$ cat config.mk
export PLATFORM = sky130hd
export DESIGN_NAME = positional_list_engine
export DESIGN_NICKNAME = d
export VERILOG_FILES = /design/src/hw/rtl/plist_pkg.sv /design/src/hw/rtl/positional_list_engine.sv
export SDC_FILE = /design/constraint.sdc
export NUM_CORES = 2
export LEC_CHECK = 0
export BUFFER_PORTS_ARGS = -buffer_cell sky130_fd_sc_hd__buf_4
export CAP_MARGIN = 25
export CORE_UTILIZATION = 55
export DETAILED_ROUTE_END_ITERATION = 7
export PLACE_DENSITY = 0.74
export SYNTH_ARGS = -nofsm -noshare
export SYNTH_HDL_FRONTEND = slang
export SYNTH_SLANG_ARGS = --single-unit
$ cat constraint.sdc
create_clock -name clk_i -period 4 [get_ports clk_i]
set_input_delay 0 -clock clk_i [delete_from_list [all_inputs] [get_ports clk_i]]
set_output_delay 0 -clock clk_i [all_outputs]
set_load 0.02 [all_outputs]
$ cat src/hw/rtl/plist_pkg.sv
// ----------------------------------------------------------------------------
// plist_pkg
// Shared types and constants for the positional list engine.
// ----------------------------------------------------------------------------
package plist_pkg;

  localparam int unsigned CAPACITY = 64;

  localparam int unsigned CmdW   = 3;
  localparam int unsigned PosW   = 16;
  localparam int unsigned WordW  = 32;
  localparam int unsigned CountW = 7;

  typedef enum logic [CmdW-1:0] {
    CMD_ADD_HEAD   = 3'd0,
    CMD_ADD_TAIL   = 3'd1,
    CMD_TAKE_HEAD  = 3'd2,
    CMD_TAKE_TAIL  = 3'd3,
    CMD_INSERT_AT  = 3'd4,
    CMD_REMOVE_AT  = 3'd5
  } cmd_e;

endpackage

$ cat src/hw/rtl/positional_list_engine.sv
// ----------------------------------------------------------------------------
// positional_list_engine
// Bounded ordered list of 32-bit words with push/pop at both ends and
// insert/remove at a position; one word store shifted through one port pair.
// ----------------------------------------------------------------------------
// Sequence: a refused, missed or unused request goes straight to the result strobe;
//   an append writes its word; others shift entries one slot, then an insert writes.
// Requests: one at a time; busy stays high through the result strobe
//   cycle, so a new request is taken only once busy is low again.
// Reset: asynchronous, active low; list is empty after reset, store contents
//   are not cleared. The receiver cannot stall results.
module positional_list_engine #(
  parameter int unsigned Capacity = plist_pkg::CAPACITY
) (
  input  logic                               clk_i,
  input  logic                               rst_ni,
  input  logic                               start,
  output logic                               busy,
  input  logic [plist_pkg::CmdW-1:0]         cmd_i,
  input  logic signed [plist_pkg::PosW-1:0]  position_i,
  input  logic signed [plist_pkg::WordW-1:0] value_i,
  output logic                               result_valid_o,
  output logic signed [plist_pkg::WordW-1:0] popped_value_o,
  output logic                               removed_ok_o,
  output logic                               full_refused_o,
  output logic [plist_pkg::CountW-1:0]       entry_count_o
);

  localparam int unsigned CW = $clog2(Capacity + 1);
  localparam int unsigned AW = $clog2(Capacity);
  localparam int unsigned PW = plist_pkg::PosW;
  localparam int unsigned WW = plist_pkg::WordW;

  typedef enum logic [4:0] {
    S_IDLE  = 5'b00001,
    S_SHIFT = 5'b00010,
    S_DRAIN = 5'b00100,
    S_PUT   = 5'b01000,
    S_RESP  = 5'b10000
  } state_e;

  state_e        state_q, state_d;
  logic [CW-1:0] count_q, count_d;
  logic [AW-1:0] rd_q, rd_d;
  logic [AW-1:0] end_q, end_d;
  logic [AW-1:0] base_q, base_d;
  logic          ins_q, ins_d;
  logic [WW-1:0] word_q, word_d;
  logic          rv_q, rv_d;
  logic [AW-1:0] ra_q, ra_d;
  logic [WW-1:0] popped_q, popped_d;
  logic          removed_q, removed_d;
  logic          refused_q, refused_d;

  logic [WW-1:0] mem_q [Capacity];
  logic [WW-1:0] rdata_q;
  logic          mem_we, mem_re;
  logic [AW-1:0] mem_waddr, mem_raddr;
  logic [WW-1:0] mem_wdata;

  logic [PW-1:0] pos_c, count_w, tgt_w, idx_w;
  logic          full;

  assign full    = (count_q == CW'(Capacity));
  assign count_w = PW'(count_q);
  assign pos_c   = position_i[PW-1] ? '0 : unsigned'(position_i);

  always_comb begin
    tgt_w = '0;
    idx_w = '0;
    unique case (cmd_i) inside
      plist_pkg::CMD_ADD_TAIL:  tgt_w = count_w;
      plist_pkg::CMD_INSERT_AT: tgt_w = (pos_c > count_w) ? count_w : pos_c;
      plist_pkg::CMD_TAKE_TAIL: idx_w = count_w - PW'(1);
      plist_pkg::CMD_REMOVE_AT: idx_w = pos_c;
      default: ;
    endcase
  end

  always_comb begin
    state_d   = state_q;
    count_d   = count_q;
    rd_d      = rd_q;
    end_d     = end_q;
    base_d    = base_q;
    ins_d     = ins_q;
    word_d    = word_q;
    popped_d  = popped_q;
    removed_d = removed_q;
    refused_d = refused_q;
    rv_d      = 1'b0;
    ra_d      = rd_q;
    mem_re    = 1'b0;
    mem_raddr = rd_q;
    mem_we    = 1'b0;
    mem_waddr = '0;
    mem_wdata = rdata_q;

    // word read last cycle: move it one slot, or keep it as the removed word
    if (rv_q) begin
      if (ins_q) begin
        mem_we    = 1'b1;
        mem_waddr = ra_q + AW'(1);
      end else if (ra_q == base_q) begin
        popped_d = rdata_q;
      end else begin
        mem_we    = 1'b1;
        mem_waddr = ra_q - AW'(1);
      end
    end

    unique case (state_q)
      S_IDLE: begin
        if (start) begin
          word_d    = unsigned'(value_i);
          popped_d  = '0;
          removed_d = 1'b0;
          refused_d = 1'b0;
          state_d   = S_RESP;
          unique case (cmd_i) inside
            plist_pkg::CMD_ADD_HEAD, plist_pkg::CMD_ADD_TAIL,
            plist_pkg::CMD_INSERT_AT: begin
              if (full) begin
                refused_d = 1'b1;
              end else begin
                ins_d  = 1'b1;
                base_d = AW'(tgt_w);
                end_d  = AW'(tgt_w);
                rd_d   = AW'(count_q - CW'(1));
                state_d = (tgt_w == count_w) ? S_PUT : S_SHIFT;
              end
            end
            plist_pkg::CMD_TAKE_HEAD, plist_pkg::CMD_TAKE_TAIL,
            plist_pkg::CMD_REMOVE_AT: begin
              if (count_q != '0 && idx_w < count_w) begin
                ins_d     = 1'b0;
                removed_d = 1'b1;
                base_d    = AW'(idx_w);
                rd_d      = AW'(idx_w);
                end_d     = AW'(count_q - CW'(1));
                state_d   = S_SHIFT;
              end
            end
            default: ;
          endcase
        end
      end
      S_SHIFT: begin
        mem_re = 1'b1;
        rv_d   = 1'b1;
        if (rd_q == end_q) begin
          state_d = S_DRAIN;
        end else begin
          rd_d = ins_q ? rd_q - AW'(1) : rd_q + AW'(1);
        end
      end
      S_DRAIN: begin
        if (ins_q) begin
          state_d = S_PUT;
        end else begin
          count_d = count_q - CW'(1);
          state_d = S_RESP;
        end
      end
      S_PUT: begin
        mem_we    = 1'b1;
        mem_waddr = base_q;
        mem_wdata = word_q;
        count_d   = count_q + CW'(1);
        state_d   = S_RESP;
      end
      S_RESP: begin
        state_d = S_IDLE;
      end
      default: state_d = S_IDLE;
    endcase
  end

  always_ff @(posedge clk_i or negedge rst_ni) begin
    if (!rst_ni) begin
      state_q   <= S_IDLE;
      count_q   <= '0;
      rv_q      <= 1'b0;
      popped_q  <= '0;
      removed_q <= 1'b0;
      refused_q <= 1'b0;
    end else begin
      state_q   <= state_d;
      count_q   <= count_d;
      rv_q      <= rv_d;
      popped_q  <= popped_d;
      removed_q <= removed_d;
      refused_q <= refused_d;
    end
  end

  always_ff @(posedge clk_i) begin
    rd_q   <= rd_d;
    end_q  <= end_d;
    base_q <= base_d;
    ins_q  <= ins_d;
    word_q <= word_d;
    ra_q   <= ra_d;
  end

  always_ff @(posedge clk_i) begin
    if (mem_we) begin
      mem_q[mem_waddr] <= mem_wdata;
    end
    if (mem_re) begin
      rdata_q <= mem_q[mem_raddr];
    end
  end

  assign busy           = (state_q != S_IDLE);
  assign result_valid_o = (state_q == S_RESP);
  assign popped_value_o = signed'(popped_q);
  assign removed_ok_o   = removed_q;
  assign full_refused_o = refused_q;
  assign entry_count_o  = plist_pkg::CountW'(count_q);

endmodule

==> metrics.yaml <==
setup_viol: 0
hold_path_startpoint: "position_i[1]"
status: "finished, final reports clean"
start_util: 0.555
syn-cell-area_um2: 84600
fmax_mhz: 269
synth_top_flop_cell: "edfxtp_1"
cts_resized: 0
synthTopCellsByArea: "edfxtp_1 (76%), mux4_2 (18%), dfrtp_1 (1.4%)"
critPathArrivalTime_ns: 4.48
nets: 4167
clkLatencyLatePin_ns: 0.86
cts_tree: "done"
met2_usage: 0.457
layout_common_cells: "edfxtp_1 (2,131), mux4_2 (659), buf_4 (265)"
finalSetupTns_ns: 0
io_buffers: 96
powerDensity_nw_per_um2: 588
min_to: "base_q[1]"
cts_buffers: 208
dp_cells: 5828
finalWirelength_um: 212000
layout.cells.non_filler: 6294
period_minus_slack_ns: 3.71
wl_per_cell_um: 33.7
rsz0062_at_grt: "no"
placed_area_um2: 90100
async_reset_ff_frac: 0.0215
grt_use_met1: 0.379
hp-class: "input port to register"
yosysWarnings: 0
fin_crit_sh: 0.928
yosysUniqueCellTypes: 64
clk_pin_slew_ns: 0.06
ff2ff_path_depth: 12
post-place-ws_ns: 0.357
die_x_um: 394
peakVddDrop_mv: 0.451
vias: 41198
ys_ff_latch: 2184
synth_nets: 3729
cp_max_fo: 10
critPathLaunchType: "register"
worstPathRequired_ns: 4.77
layout_commonest_cell: "edfxtp_1"
max_slew.worst_pin.slew_ns: 0.868
grt_busiest_layer: "met2"
grt_overflow: 0
clock-root-buffer: "clkbuf_16"
ff2ff_setup_slack_ns: 0.29
cts_setup_buffers: 0
setup_slack_ns: 0.289
antenna_found_initial: 13
place_hpwl_um: 115000
yosys.area.top_type: "edfxtp_1"
clock_sinks: 2184
ys_seq_area_frac: 0.772
end_kind: "register"
hold_slack_ns: 0.0947
cap_violations: 0
rr_startpoint: "entry_count_o[3]"
maxSlewViolCount: 0
reg2reg_to: "state_q[3]"
fillCellCount: 9439
cts_max_level: 4
skew_ns: 0.0286
grtUsageMet3: 0.0557
hold_violations: 0
syn2layout_area_growth_pct: 15.4
first_global_vias: 42179
synth.top_cell.area_share: 0.757
avgSynthCellArea_um2: 23.2
dieHeight_um: 394
slew_headroom: 0.422
final_area_um2: 97600
vias_per_cell: 6.55
grt_use_total: 0.276
grt_max_degree: 82
gp_congestion: 0.850
hold_depth: 5
crit_type: "register to register"
grt_pass1_wl_um: 303000
synth_edf_count: 2131
drtAntennaViolNets: 0
io_pins: 97
drcViolationCount: 0
drive_gt1_frac: 0.322
coreArea_um2: 152000
ctsLongestPathBuffers: 3
drtIter0Drc: 5751
syn-instance-count: 3653
leakage_nw: 31.4
dieArea_um2: 155000
rows: 143
drtPass1Iterations: 6
final cells by class:
type                    instances  area [um2]  share of cell area
repair buffers                414        4200              0.0430
clock buffers                 259        5490              0.0563
clock inverters               123        1100              0.0112
flip-flops and latches       2184       65300               0.669
well taps                    2030        2540              0.0260
inverters                      30         113             0.00115
diodes                          1        2.50           0.0000256
multi-input cells            1253       18900               0.193
critical path, cell delays in order, from the launching register on:
cell           delay [ns]
dfrtp_1              0.58
inv_1                0.19
ha_1                 0.32
nand4_1              0.12
a31oi_1              0.08
a211oi_2             0.36
buf_4                0.21
o2111ai_1            0.14
a22oi_1              0.26
dlygate4sd3_1        0.59
nand4_1              0.10
dlygate4sd3_1        0.59
o211ai_1             0.09
routing by layer:
layer,up-vias,part of all wire
met2,2537,0.50
met5,-,0.00040
met3,397,0.10
li1,16362,-
met1,21888,0.37
met4,14,0.025
report_power, final:
| group | internal, mW | switching (mW) |
|---|---|---|
| sequential | 26.2 | 0.247 |
| combinational | 5.33 | 6.46 |
| clock | 10.9 | 8.36 |
| total | 42.4 | 15.1 |
worst max path at each step:
stage	startpoint	endpoint	slack, ns	cells past startpoint
5_1_grt	entry_count_o[1]	ins_q	0.06	15
6_report	entry_count_o[3]	state_q[3]	0.29	12
3_5_place_dp	entry_count_o[1]	mem_raddr[4]	0.36	14
3_3_place_gp	entry_count_o[1]	end_q[4]	0.35	15
4_1_cts	entry_count_o[3]	state_q[3]	0.31	12
2_1_floorplan	ins_q	mem_q[36][0]	0.23	9
timing repair:
action	4_1_cts	5_1_grt
hold endpoints to repair	180	0
endpoints found under the setup margin	0	0
hold buffers	80	0
state kept, by name, indices dropped and copies added (netlist names):
name,cells
rdata_q,32
rv_q,1
base_q,6
full_refused_o,1
state_q,5
mem_raddr,6
popped_value_o,32
entry_count_o,7
mem_q,2048
ins_q,1
ra_q,6
word_q,32
end_q,6
removed_ok_o,1
synth_stat cells (3+ instances only):
library cell / count
a21oi_1: 10
a21o_1: 3
nor2b_1: 10
xor2_1: 10
a22oi_1: 8
ha_1: 21
nor2_1: 123
inv_1: 28
nor4_1: 5
buf_6: 4
o2111ai_1: 5
nand2_1: 166
nand3_1: 8
o221ai_1: 3
nand2b_1: 13
o21ai_0: 38
a21boi_0: 4
mux4_2: 659
nand4_1: 5
buf_1: 24
mux2_2: 14
o22ai_1: 5
mux2i_1: 46
o211ai_1: 6
dfrtp_1: 46
and2_1: 6
o31ai_1: 7
o31a_1: 5
a31oi_1: 5
and3_1: 6
dfxtp_1: 6
buf_2: 55
o22a_1: 3
clkbuf_1: 101
edfxtp_1: 2131
nor3_1: 7
xnor2_1: 21
cells by family after synthesis:
group,count (synthesis),synth area share
flip-flops,2184,0.772
multiplexers,719,0.183
AND/OR/NAND/NOR,358,0.0179
buffers and inverters,216,0.0108
AO/OA/AOI/OAI,123,0.00993
XOR/XNOR,31,0.00321
adder cells (fa/ha/maj),22,0.00334
stage by stage:
stage	power [mW]	utilization
floorplan	34.6	-
global placement	38.2	0.592
detailed placement	38.4	0.592
CTS	57.5	0.641
global route	59.0	0.641
finish	57.4	0.641
Note: power is estimated with default switching activity, not from simulation.
